## src/hdl/csoaf_pkg.sv

```systemverilog
// ----------------------------------------------------------------------------
// csoaf_pkg
// Shared widths, codes and reset values for the current sensor offset and
// averaging filter.
// ----------------------------------------------------------------------------
package csoaf_pkg;

  // Field and datapath widths.
  localparam int REQ_W   = 2;
  localparam int RAW_W   = 12;
  localparam int SUP_W   = 13;
  localparam int CFG_W   = 16;
  localparam int IDX_W   = 2;
  localparam int KIND_W  = 2;
  localparam int MV_W    = 17;
  localparam int CUR_W   = 24;
  localparam int SUM_W   = 25;
  localparam int MUL_W   = 17;
  localparam int PROD_W  = 2 * MUL_W;
  localparam int ACC_W   = PROD_W + 1;
  localparam int DVD_W   = 25;
  localparam int DVS_W   = 16;
  localparam int SCALE_W = RAW_W + SUP_W + 4;

  // Default module parameters.
  localparam int SAMPLES_DEF  = 16;
  localparam int ADC_BITS_DEF = 12;

  // Saturation limits.
  localparam logic [MV_W-1:0]  MV_MAX      = 17'h1FFFF;
  localparam logic [DVD_W-1:0] CUR_POS_MAG = 25'h07FFFFF;
  localparam logic [DVD_W-1:0] CUR_NEG_MAG = 25'h0800000;
  localparam logic [CUR_W-1:0] CUR_POS_SAT = 24'h7FFFFF;
  localparam logic [CUR_W-1:0] CUR_NEG_SAT = 24'h800000;

  // Request types.
  localparam logic [REQ_W-1:0] REQ_CAL  = 2'd0;
  localparam logic [REQ_W-1:0] REQ_MEAS = 2'd1;
  localparam logic [REQ_W-1:0] REQ_FILT = 2'd2;
  localparam logic [REQ_W-1:0] REQ_NONE = 2'd3;

  // Result kinds.
  localparam logic [KIND_W-1:0] KIND_OFFSET = 2'd0;
  localparam logic [KIND_W-1:0] KIND_MEAS   = 2'd1;
  localparam logic [KIND_W-1:0] KIND_FILT   = 2'd2;

  // Configuration register indexes.
  localparam logic [IDX_W-1:0] REG_SUPPLY = 2'd0;
  localparam logic [IDX_W-1:0] REG_SENS   = 2'd1;
  localparam logic [IDX_W-1:0] REG_ALPHA  = 2'd2;

  // Configuration reset values.
  localparam logic [SUP_W-1:0] SUPPLY_RST = 13'd3300;
  localparam logic [CFG_W-1:0] SENS_RST   = 16'd528;
  localparam logic [CFG_W-1:0] ALPHA_RST  = 16'd6554;

endpackage

```

## src/hdl/csoaf_mul.sv

```systemverilog
// ----------------------------------------------------------------------------
// csoaf_mul
// Shared unsigned multiplier with a registered product.
// ----------------------------------------------------------------------------
module csoaf_mul #(
  parameter int A_W = csoaf_pkg::MUL_W,
  parameter int B_W = csoaf_pkg::MUL_W
) (
  input  logic               clk,
  input  logic [A_W-1:0]     mul_a,
  input  logic [B_W-1:0]     mul_b,
  output logic [A_W+B_W-1:0] mul_p
);

  // One product per cycle, registered before any further use.
  always_ff @(posedge clk) begin
    mul_p <= (A_W+B_W)'(mul_a) * (A_W+B_W)'(mul_b);
  end

endmodule

```

## src/hdl/csoaf_div.sv

```systemverilog
// ----------------------------------------------------------------------------
// csoaf_div
// Restoring serial divider, one quotient bit per cycle.
// ----------------------------------------------------------------------------
module csoaf_div #(
  parameter int DVD_W = csoaf_pkg::DVD_W,
  parameter int DVS_W = csoaf_pkg::DVS_W
) (
  input  logic             clk,
  input  logic             rst,
  input  logic             start,
  input  logic [DVD_W-1:0] dividend,
  input  logic [DVS_W-1:0] divisor,
  output logic             done,
  output logic [DVD_W-1:0] quotient
);

  localparam int CNT_W = $clog2(DVD_W + 1);

  logic             busy;
  logic [CNT_W-1:0] cnt;
  logic [DVS_W-1:0] dvs;
  logic [DVS_W-1:0] rem;
  logic [DVS_W:0]   rem_sh;
  logic [DVS_W+1:0] trial;
  logic             ge;

  // Shift in the next dividend bit and try the subtraction.
  always_comb begin
    rem_sh = {rem, quotient[DVD_W-1]};
    trial  = {1'b0, rem_sh} - {2'b00, dvs};
    ge     = !trial[DVS_W+1];
  end

  // The quotient register starts as the dividend and fills from the bottom.
  always_ff @(posedge clk) begin
    if (rst) begin
      busy <= 1'b0;
      done <= 1'b0;
      cnt  <= '0;
    end else begin
      done <= busy && !start && (cnt == CNT_W'(1));
      if (start) begin
        busy     <= 1'b1;
        cnt      <= CNT_W'(DVD_W);
        quotient <= dividend;
        rem      <= '0;
        dvs      <= divisor;
      end else if (busy) begin
        quotient <= {quotient[DVD_W-2:0], ge};
        rem      <= ge ? trial[DVS_W-1:0] : rem_sh[DVS_W-1:0];
        cnt      <= cnt - 1'b1;
        if (cnt == CNT_W'(1)) begin
          busy <= 1'b0;
        end
      end
    end
  end

endmodule

```

## src/hdl/current_sensor_offset_average_filter.sv

```systemverilog
// ----------------------------------------------------------------------------
// current_sensor_offset_average_filter
// Hall current sensor offset calibration, block averaging and exponential
// filtering, built around one shared multiplier and one serial divider.
// ----------------------------------------------------------------------------
// The block takes one beat at a time and drops in_ready until that beat is
// fully worked. A calibrate or measure sample that does not end its run is
// scaled and summed. The samples that end a calibrate or a measure run
// also wait for the 25-bit serial divider, which runs once for the average
// and, for a measurement, once more for the division by the sensitivity. A
// filter sample takes three passes through the shared multiplier and one
// divider run. Request type three is dropped with no result.
// A finished result waits in the output register while the next input beat is
// already accepted; a second result waits in the sequencer until the first
// one is taken.
// ----------------------------------------------------------------------------
module current_sensor_offset_average_filter #(
  parameter int SAMPLES  = csoaf_pkg::SAMPLES_DEF,
  parameter int ADC_BITS = csoaf_pkg::ADC_BITS_DEF
) (
  input  logic                                clk,
  input  logic                                rst,
  input  logic                                cfg_we,
  input  logic [csoaf_pkg::IDX_W-1:0]         cfg_index,
  input  logic [csoaf_pkg::CFG_W-1:0]         cfg_data,
  input  logic                                in_valid,
  output logic                                in_ready,
  input  logic [csoaf_pkg::REQ_W-1:0]         req_type,
  input  logic [csoaf_pkg::RAW_W-1:0]         adc_raw,
  output logic                                out_valid,
  input  logic                                out_ready,
  output logic [csoaf_pkg::KIND_W-1:0]        result_kind,
  output logic signed [csoaf_pkg::CUR_W-1:0]  current_q8,
  output logic [csoaf_pkg::MV_W-1:0]          offset_mv_q4,
  output logic [csoaf_pkg::MV_W-1:0]          filtered_mv_q4
);

  import csoaf_pkg::*;

  localparam int CNT_W = $clog2(SAMPLES + 1);
  localparam int ST_W  = 4;

  localparam logic [ST_W-1:0] S_IDLE    = 4'd0;
  localparam logic [ST_W-1:0] S_SCALE   = 4'd1;
  localparam logic [ST_W-1:0] S_SAMPLE  = 4'd2;
  localparam logic [ST_W-1:0] S_FILT_A  = 4'd3;
  localparam logic [ST_W-1:0] S_FILT_B  = 4'd4;
  localparam logic [ST_W-1:0] S_FILT_C  = 4'd5;
  localparam logic [ST_W-1:0] S_DIV_AVG = 4'd6;
  localparam logic [ST_W-1:0] S_DIV_CUR = 4'd7;
  localparam logic [ST_W-1:0] S_OUT     = 4'd8;

  logic [ST_W-1:0]   state;
  logic [REQ_W-1:0]  req;
  logic [RAW_W-1:0]  raw;
  logic [MV_W-1:0]   mv;
  logic [CNT_W-1:0]  sample_count;
  logic [SUM_W-1:0]  run_sum;
  logic [REQ_W-1:0]  run_kind;
  logic [MV_W-1:0]   offset_level;
  logic [MV_W-1:0]   filter_level;
  logic [ACC_W-1:0]  acc;
  logic              neg;
  logic [KIND_W-1:0] kind;
  logic [SUP_W-1:0]  supply_mv;
  logic [CFG_W-1:0]  sensitivity_q4;
  logic [CFG_W-1:0]  alpha_q16;

  logic [MUL_W-1:0]   mul_a;
  logic [MUL_W-1:0]   mul_b;
  logic [PROD_W-1:0]  mul_p;
  logic               div_start;
  logic [DVD_W-1:0]   div_dividend;
  logic [DVS_W-1:0]   div_divisor;
  logic               div_done;
  logic [DVD_W-1:0]   div_quo;

  logic [SCALE_W-1:0] scaled;
  logic [MV_W-1:0]    mv_calc;
  logic               restart;
  logic [CNT_W-1:0]   count_inc;
  logic [SUM_W-1:0]   sum_add;
  logic               run_done;
  logic [ACC_W-1:0]   filt_sum;
  logic [MV_W+1:0]    filt_shift;
  logic [MV_W-1:0]    filt_new;
  logic [MV_W-1:0]    filt_delta;
  logic [MV_W-1:0]    avg;
  logic [MV_W:0]      meas_diff;
  logic               meas_neg;
  logic [MV_W-1:0]    meas_mag;
  logic [DVS_W-1:0]   sens_div;
  logic [CUR_W-1:0]   cur_sat;

  csoaf_mul #(.A_W(MUL_W), .B_W(MUL_W)) u_mul (
    .clk   (clk),
    .mul_a (mul_a),
    .mul_b (mul_b),
    .mul_p (mul_p)
  );

  csoaf_div #(.DVD_W(DVD_W), .DVS_W(DVS_W)) u_div (
    .clk      (clk),
    .rst      (rst),
    .start    (div_start),
    .dividend (div_dividend),
    .divisor  (div_divisor),
    .done     (div_done),
    .quotient (div_quo)
  );

  assign in_ready = (state == S_IDLE);

  // Sample scaling to sixteenths of a millivolt, and the run bookkeeping.
  always_comb begin
    scaled    = {mul_p[RAW_W+SUP_W-1:0], 4'b0000} >> ADC_BITS;
    mv_calc   = (scaled > SCALE_W'(MV_MAX)) ? MV_MAX : scaled[MV_W-1:0];
    restart   = (req != run_kind);
    count_inc = (restart ? '0 : sample_count) + 1'b1;
    sum_add   = (restart ? '0 : run_sum) + SUM_W'(mv_calc);
    run_done  = (count_inc == CNT_W'(SAMPLES));
  end

  // Filter update and the differences that feed the current conversion.
  always_comb begin
    filt_sum   = acc + {1'b0, mul_p};
    filt_shift = filt_sum[ACC_W-1:16];
    filt_new   = (|filt_shift[MV_W+1:MV_W]) ? MV_MAX : filt_shift[MV_W-1:0];
    filt_delta = (filt_new > offset_level) ? (filt_new - offset_level) : '0;
    avg        = (|div_quo[DVD_W-1:MV_W]) ? MV_MAX : div_quo[MV_W-1:0];
    meas_diff  = {1'b0, avg} - {1'b0, offset_level};
    meas_neg   = meas_diff[MV_W];
    meas_mag   = meas_neg ? MV_W'((MV_W+1)'(0) - meas_diff) : meas_diff[MV_W-1:0];
    sens_div   = (sensitivity_q4 == '0) ? DVS_W'(1) : sensitivity_q4;
  end

  // Saturate the signed quotient to the 24-bit current range.
  always_comb begin
    if (neg) begin
      cur_sat = (div_quo > CUR_NEG_MAG) ? CUR_NEG_SAT : CUR_W'(DVD_W'(0) - div_quo);
    end else begin
      cur_sat = (div_quo > CUR_POS_MAG) ? CUR_POS_SAT : div_quo[CUR_W-1:0];
    end
  end

  // Operand selection for the shared multiplier.
  always_comb begin
    unique case (state)
      S_FILT_A: begin
        mul_a = MUL_W'(18'h10000 - {2'b00, alpha_q16});
        mul_b = filter_level;
      end
      S_FILT_B: begin
        mul_a = MUL_W'(alpha_q16);
        mul_b = mv;
      end
      default: begin
        mul_a = MUL_W'(raw);
        mul_b = MUL_W'(supply_mv);
      end
    endcase
  end

  // Divider launches: run average, then current from the delta.
  always_comb begin
    div_start    = 1'b0;
    div_dividend = {filt_delta, 8'h00};
    div_divisor  = sens_div;
    unique case (state)
      S_SAMPLE: begin
        if (req != REQ_FILT && run_done) begin
          div_start    = 1'b1;
          div_dividend = sum_add;
          div_divisor  = DVS_W'(SAMPLES);
        end
      end
      S_FILT_C: begin
        div_start = 1'b1;
      end
      S_DIV_AVG: begin
        if (div_done && req == REQ_MEAS) begin
          div_start    = 1'b1;
          div_dividend = {meas_mag, 8'h00};
        end
      end
      default: begin
        div_start = 1'b0;
      end
    endcase
  end

  // Configuration registers.
  always_ff @(posedge clk) begin
    if (rst) begin
      supply_mv      <= SUPPLY_RST;
      sensitivity_q4 <= SENS_RST;
      alpha_q16      <= ALPHA_RST;
    end else if (cfg_we) begin
      unique case (cfg_index)
        REG_SUPPLY: supply_mv      <= cfg_data[SUP_W-1:0];
        REG_SENS:   sensitivity_q4 <= cfg_data;
        REG_ALPHA:  alpha_q16      <= cfg_data;
        default:    supply_mv      <= supply_mv;
      endcase
    end
  end

  // Sequencer, run state and output register.
  always_ff @(posedge clk) begin
    if (rst) begin
      state        <= S_IDLE;
      sample_count <= '0;
      run_sum      <= '0;
      run_kind     <= REQ_CAL;
      offset_level <= '0;
      filter_level <= '0;
      out_valid    <= 1'b0;
    end else begin
      if (out_ready && state != S_OUT) begin
        out_valid <= 1'b0;
      end
      unique case (state)
        S_IDLE: begin
          if (in_valid) begin
            req <= req_type;
            raw <= adc_raw;
            if (req_type != REQ_NONE) begin
              state <= S_SCALE;
            end
          end
        end
        S_SCALE: begin
          state <= S_SAMPLE;
        end
        S_SAMPLE: begin
          mv       <= mv_calc;
          run_kind <= req;
          if (req == REQ_FILT) begin
            if (restart) begin
              sample_count <= '0;
              run_sum      <= '0;
            end
            state <= S_FILT_A;
          end else if (run_done) begin
            sample_count <= '0;
            run_sum      <= '0;
            state        <= S_DIV_AVG;
          end else begin
            sample_count <= count_inc;
            run_sum      <= sum_add;
            state        <= S_IDLE;
          end
        end
        S_FILT_A: begin
          state <= S_FILT_B;
        end
        S_FILT_B: begin
          acc   <= {1'b0, mul_p};
          state <= S_FILT_C;
        end
        S_FILT_C: begin
          filter_level <= filt_new;
          kind         <= KIND_FILT;
          neg          <= 1'b0;
          state        <= S_DIV_CUR;
        end
        S_DIV_AVG: begin
          if (div_done) begin
            if (req == REQ_CAL) begin
              offset_level <= avg;
              kind         <= KIND_OFFSET;
              state        <= S_OUT;
            end else begin
              kind  <= KIND_MEAS;
              neg   <= meas_neg;
              state <= S_DIV_CUR;
            end
          end
        end
        S_DIV_CUR: begin
          if (div_done) begin
            state <= S_OUT;
          end
        end
        S_OUT: begin
          if (!out_valid || out_ready) begin
            out_valid      <= 1'b1;
            result_kind    <= kind;
            current_q8     <= (kind == KIND_OFFSET) ? '0 : cur_sat;
            offset_mv_q4   <= offset_level;
            filtered_mv_q4 <= filter_level;
            state          <= S_IDLE;
          end
        end
        default: begin
          state <= S_IDLE;
        end
      endcase
    end
  end

endmodule

```

## config.mk

```make
export PLATFORM = sky130hd
export DESIGN_NAME = current_sensor_offset_average_filter
export DESIGN_NICKNAME = d
export VERILOG_FILES = /design/src/hdl/csoaf_pkg.sv /design/src/hdl/csoaf_mul.sv /design/src/hdl/csoaf_div.sv /design/src/hdl/current_sensor_offset_average_filter.sv
export SDC_FILE = /design/constraint.sdc
export NUM_CORES = 2
export LEC_CHECK = 0
export ABC_AREA = 1
export BUFFER_PORTS_ARGS = -buffer_cell sky130_fd_sc_hd__buf_2
export CAP_MARGIN = 20
export CORE_MARGIN = 5
export CORE_UTILIZATION = 25
export CTS_CLUSTER_SIZE = 24
export DETAILED_ROUTE_END_ITERATION = 10
export GPL_ROUTABILITY_DRIVEN = 0
export HOLD_SLACK_MARGIN = 0.02
export PLACE_DENSITY = 0.49
export SETUP_SLACK_MARGIN = 0.2
export SLEW_MARGIN = 20
export SYNTH_ARGS = -nofsm -noshare
export SYNTH_HDL_FRONTEND = slang
export SYNTH_SLANG_ARGS = --single-unit
export TNS_END_PERCENT = 20
```

## constraint.sdc

```tcl
create_clock -name clk -period 9.9 [get_ports clk]
set_input_delay 0.495 -clock clk [delete_from_list [all_inputs] [get_ports clk]]
set_output_delay 0.495 -clock clk [all_outputs]
set_load 0.05 [all_outputs]
```

# [Word level (Yosys, flattened, before mapping)]
# Index checks and enable logic that the tools add are counted.
[totals] regBits=342 latchBits=0 mem_bits_rw=0 mem_bits_ro=0 input_bits=37 out_inout_bits=62 wordCells=152 mem_count=0
[op_classes] add_sub_neg=10 multipliers=1 div_mod_pow=0 n_lt_le_gt_ge=4 eq_ne=24 n_shift=0 muxes=52 bitwise_logic=1 reduce_logical=32
[op_table] op="$mux W25" n=7
[op_table] op="$mux W17" n=5
[op_table] op="$mux W16" n=5
[op_table] op="$mux W24" n=3
[op_table] op="$pmux W17 S2" n=2
[op_table] op="$pmux W25 S2" n=1
[op_table] op="$pmux W4 S9" n=1
[op_table] op="$add A34 B34 Y35" n=1
[op_table] op="$mul A17 B17 Y34" n=1
[op_table] op="$add A25 B17 Y25" n=1
[op_table] op="$gt A25 B23 Y1 const B" n=1
[op_table] op="$gt A25 B24 Y1 const B" n=1
[op_table] op="$mux W5" n=5
[op_table] op="$mux W4" n=6
[op_table] op="$sub A1 B24 Y24 const A" n=1
[op_table] op="$sub A17 B16 Y18" n=1
[op_table] op="$sub A17 B17 Y18" n=1
[op_table] op="$gt A17 B17 Y1" n=1
[op_table] op="$gt A17 B17 Y1 const B" n=1
[op_table] op="$sub A1 B17 Y17 const A" n=1
[op_table] op="$sub A17 B16 Y17 const A" n=1
[op_table] op="$sub A17 B17 Y17" n=1
[op_table] op="$eq A4 B3 Y1 const B" n=4
[op_table] op="$logic_not A16 Y1" n=1
[op_table] op="32 further kinds" n=71

# [Logic depth before layout (Yosys ltp)]
[depth] word_depth=10 ltp_mapped=36 ltp_nobuf=35

# [Cells and area by module]
# A second synthesis with hierarchy kept.
[hier_totals] cells_unflattened=4320 hier_area_um2=31630.3
[by_module_without_submodules] mod="current_sensor_offset_average_filter" instances=1 cells_per_inst=2309 area_per_inst_um2=16623.4
[by_module_without_submodules] mod="csoaf_mul" instances=1 cells_per_inst=1549 area_per_inst_um2=11247.0
[by_module_without_submodules] mod="csoaf_div" instances=1 cells_per_inst=462 area_per_inst_um2=3759.9

# [Worst setup path before layout]
# Ideal clock, no wire load.
[synth_path] path_kind="register -> register" start="reg alpha_q16[0]" end="reg u_mul.mul_p[33]" setup_time_ns=0.129 t_arrival_ns=6.411 t_required_ns=9.771 path_slack_ns=3.359 stages_incl_launch_ff=33 n_path_buf=1 period_less_slack_ns=6.541 path_cell_list="dfxtp_1 > inv_1 > ha_1 > nand2_1 > nor3_2 > nand4_1 > nor2_1 > nand4_1 > nand3b_1 > nand2_1 > nand3_1 > o21ai_0 > buf_2 > nand2_1 > fa_1 > fa_1 > inv_1 > fa_1 > fa_1 > fa_1 > inv_1 > fa_1 > inv_1 > ha_1 > a21oi_1 > inv_1 > a21oi_1 > inv_1 > o21ai_0 > o211ai_1 > nand2_1 > o311ai_0 > xnor2_1"
[synth_via] elab_chain_len=3
[synth_lines] item="start, declared" line_no="current_sensor_offset_average_filter.sv:67" text="logic [CFG_W-1:0] alpha_q16;"
[synth_lines] item="start signal, assigned" line_no="current_sensor_offset_average_filter.sv:202" text="REG_ALPHA: alpha_q16 <= cfg_data;"
[synth_lines] item="$sub A17 B16 Y17" line_no="current_sensor_offset_average_filter.sv:150" text="mul_a = MUL_W'(18'h10000 - {2'b00, alpha_q16});"
[synth_lines] item="$pmux W17 S2 *" line_no="current_sensor_offset_average_filter.sv:148" text="unique case (state)"
[synth_lines] item="$mul A17 B17 Y34 *" line_no="csoaf_mul.sv:17" text="mul_p <= (A_W+B_W)'(mul_a) * (A_W+B_W)'(mul_b);"
[synth_lines] item="end signal, assigned" line_no="csoaf_mul.sv:17"
[synth_lines] item="end, declared" line_no="csoaf_mul.sv:12" text="output logic [A_W+B_W-1:0] mul_p"
# Every way passes the cells marked *; elsewhere a longest branch is shown, timed or not.
# A chain may end at the register's enable or synchronous reset.

# [Final worst setup path]
[layout_path] start="reg state[2]" end="reg u_mul.mul_p[30]"
[layout_via] elab_chain_len=3
[layout_lines] item="start, declared" line_no="current_sensor_offset_average_filter.sv:53" text="logic [ST_W-1:0] state;"
[layout_lines] item="start signal, assigned" line_no="current_sensor_offset_average_filter.sv:211" text="state <= S_IDLE;"
[layout_lines] item="start signal, assigned" line_no="current_sensor_offset_average_filter.sv:228" text="state <= S_SCALE;"
[layout_lines] item="start signal, assigned" line_no="current_sensor_offset_average_filter.sv:233" text="state <= S_SAMPLE;"
[layout_lines] item="$eq A4 B3 Y1 / $eq A4 B2 Y1 (equally long branches)" line_no="current_sensor_offset_average_filter.sv:148"
[layout_lines] item="$pmux W17 S2" line_no="current_sensor_offset_average_filter.sv:148"
[layout_lines] item="$mul A17 B17 Y34 *" line_no="csoaf_mul.sv:17"
# Marks and branches as above.

==> flow_summary.toml <==
[final_layout]
post-route-util_pct = 28.4
fin_nets = 4399
drive_gt1_share_pct = 6.45
fin_area_sq_um = 33400
synthToLayoutAreaGrowth_pct = 12.8
diodes = 0

[synthesis]
yosys.cell_types.count = 56
ys.flop_type = "edfxtp_1"
synth_edf_count = 185
synth-async-reset-ratio_pct = 0
synth_area_per_cell_sq_um = 7.72
synth_nets = 4321
syn_area_sq_um = 29600
seq_area_frac_synth_pct = 29.4
synth-warning-count = 0
synth-seq-cells = 342
netlist_instances = 3839

[routing]
drc_errors = 0
drt-initial-drc-count = 1867
routed_wl_microns = 95700
vias_per_cell = 4.61
ant_nets = 0
wire_per_inst_microns = 17.4
vias = 25300
first_pass_iters = 6

[cts]
cts_max_path_buffers = 3
cts_setup_buffers = 0
cts_hold_buf = 0
clk_latency_ns = 0.59
root_buffer = "clkbuf_16"
cts_sinks = 342
cts_resized = 0
cts_tree = "built"
cts_max_level = 2
clkSlewWorstSetupHoldPaths_ns = 0.06
cts_buffers = 43

[floorplan]
die_area_sq_um = 126000
row_count = 126
die_h_microns = 354
ios = 99
core_sq_um = 118000
initial_core_util_pct = 25.1
dieWidth_microns = 354

[sta]
post-route-period-util_pct = 84.9
slew_viol_final = 0
rsz0062_at_grt = "no"
fmax_mhz = 119
setup-violations-final = 0
finalHoldViolCount = 0
slew_headroom_pct = 23.0
post-route-min-period_ns = 8.40
worst_pin_slew_ns = 1.15
skew_ns = 0.0201
tns_ns = 0

[power_and_ir_drop]
ir_worst_vdd_mv = 0.362
power.density_nw_per_um2 = 223
cellLeakagePower_uw = 0.0153

[placement]
io_buffers = 98
hpwl_microns = 76000
postPlaceCellArea_sq_um = 32000

[worst_setup_path]
cp_max_fo = 20
cp.required_ns = 10.42
crit_top_cell = "inv_1"
arrival_ns = 8.93
r2r_setup_slack_ns = 1.50
r2r-start = "state[2]$_SDFFE_PP0P_"
crit_path_start_kind = "flop"
critPathMaxStageDelay_ns = 0.78
crit_type = "reg -> reg"
cp-end-kind = "flop"
r2r_cells = 32
slowest_stage = "nor2_2"
critPathLaunch = "state[2]$_SDFFE_PP0P_"

[min_path]
hold_path.startpoint = "adc_raw[7]"
hold_depth = 1
hold_class = "in -> reg"

[flow_run]
maxCapViolations = 0

[global_routing]
grt_max_degree = 70
gr-total-overflow = 0
grt_first_pass_wirelength_microns = 147000
gr-usage-all-layers_pct = 14.9
grt_pass1_vias = 24500
antenna_found_initial = 3

[outcome]
status = "completed"
-- where the power goes --
| part | switching, uW | internal [uW] |
|---|---|---|
| clock | 671 | 985 |
| combinational | 2620 | 1420 |
| sequential | 132 | 1650 |
-- stage by stage --
step | worst slack (ns) | hold WS, ns | power (uW) | instances
after CTS | 1.63 | 0.0378 | 7530 | 5488
after global placement | 1.62 | 0.415 | 5880 | 5408
final | 1.50 | 0.0788 | 7470 | 5488
after detailed placement | 1.65 | 0.417 | 5830 | 5408
after global routing | 0.962 | 0.0491 | 8110 | 5488
after floorplan | 3.36 | 0.408 | 4720 | 3839
-- area by class of cell --
| class | count | area [sq um] |
|---|---|---|
| fill | 12900 | 84500 |
| multi-input combinational | 2675 | 17800 |
| sequential | 342 | 8700 |
| inverter | 715 | 2680 |
| tap | 1536 | 1920 |
| clock buffer | 57 | 1180 |
| timing repair buffer | 140 | 806 |
| clock inverter | 23 | 307 |
-- cells in the mapped netlist (4+ instances only) --
library cell | count | area (sq um)
nand3b_1 | 15 | 113
a32o_1 | 5 | 50.1
buf_2 | 14 | 70.1
o21ai_0 | 216 | 1080
o32ai_1 | 10 | 87.6
fa_1 | 228 | 4560
inv_1 | 698 | 2620
ha_1 | 217 | 2720
xnor2_1 | 42 | 368
o21bai_1 | 12 | 90.1
nor4_1 | 10 | 62.6
nor2_1 | 446 | 1670
a211oi_1 | 6 | 45.0
nand2_1 | 771 | 2890
a21oi_2 | 4 | 35.0
nor3_1 | 43 | 215
nand4_1 | 33 | 206
o22ai_1 | 9 | 56.3
xor2_1 | 62 | 543
a31oi_1 | 27 | 169
or2_2 | 11 | 68.8
inv_2 | 6 | 22.5
dfxtp_1 | 157 | 3140
edfxtp_1 | 185 | 5560
clkinv_1 | 11 | 41.3
clkbuf_1 | 84 | 315
buf_4 | 5 | 37.5
a21oi_1 | 270 | 1350
a21o_1 | 16 | 120
o211ai_1 | 19 | 143
nand3_1 | 161 | 806
-- per-layer routing --
metal | vias to the layer above | GRT usage (%) | wire length [microns] | share of wire, %
met4 | 2 | 4.44 | 3020 | 3.2
met2 | 681 | 24.1 | 43600 | 46
met3 | 128 | 2.28 | 5300 | 5.5
li1 | 12400 | - | - | -
met1 | 12000 | 20.6 | 43800 | 46
met5 | - | 0 | 13 | 0.014
-- worst paths after layout --
kind,end
hold reg to reg,filtered_mv_q4[14]$_DFFE_PP_
hold / removal,raw[7]$_DFFE_PP_
setup reg to reg,u_mul.mul_p[30]$_DFF_P_
setup / recovery,u_mul.mul_p[30]$_DFF_P_
-- cells in the final DEF, fill, tap and decap left out, types with 40 or more instances in the layout --
| cell | Yosys | final |
|---|---|---|
| nand3_1 | 161 | 161 |
| edfxtp_1 | 185 | 185 |
| a21oi_1 | 270 | 269 |
| nand2_1 | 771 | 771 |
| dfxtp_1 | 157 | 157 |
| xnor2_1 | 42 | 42 |
| clkbuf_16 | 0 | 43 |
| ha_1 | 217 | 217 |
| xor2_1 | 62 | 62 |
| buf_2 | 14 | 98 |
| buf_4 | 5 | 42 |
| nor2_1 | 446 | 443 |
| inv_1 | 698 | 697 |
| fa_1 | 228 | 228 |
| o21ai_0 | 216 | 215 |
| nor3_1 | 43 | 40 |
-- critical path: cells and delay by family (launching register included) --
kind,cells,cell delay (ns)
flip-flops,1,0.32
AO/OA/AOI/OAI,5,2.10
adder cells (fa/ha/maj),7,2.56
AND/OR/NAND/NOR,9,1.75
XOR/XNOR,1,0.14
buffers and inverters,10,1.44
-- flip-flops by register name, summed over array words and instances, names as in the netlist, 12 cells and up --
name and flops:
u_mul.mul_p 34, offset_level 17, raw 12, filter_level 17
mv 17, supply_mv 13, run_sum 25, filtered_mv_q4 17
offset_mv_q4 17, u_div.rem 16, u_div.quotient 25, u_div.dvs 16
alpha_q16 16, acc 34, current_q8 24, sensitivity_q4 16
-- kinds of logic (layout without fill, tap and decap cells) --
kind of cell	after synthesis	in the layout	share of synthesized area, %
buffers and inverters	822	935	10.6
adders and majority gates	445	445	24.6
DFF	342	342	29.4
AOI/OAI and AO/OA	619	619	11.6
xor gates and xnor gates	104	104	3.07
and+or+nand+nor	1507	1507	20.8
Note: power is estimated with default switching activity, not from simulation.
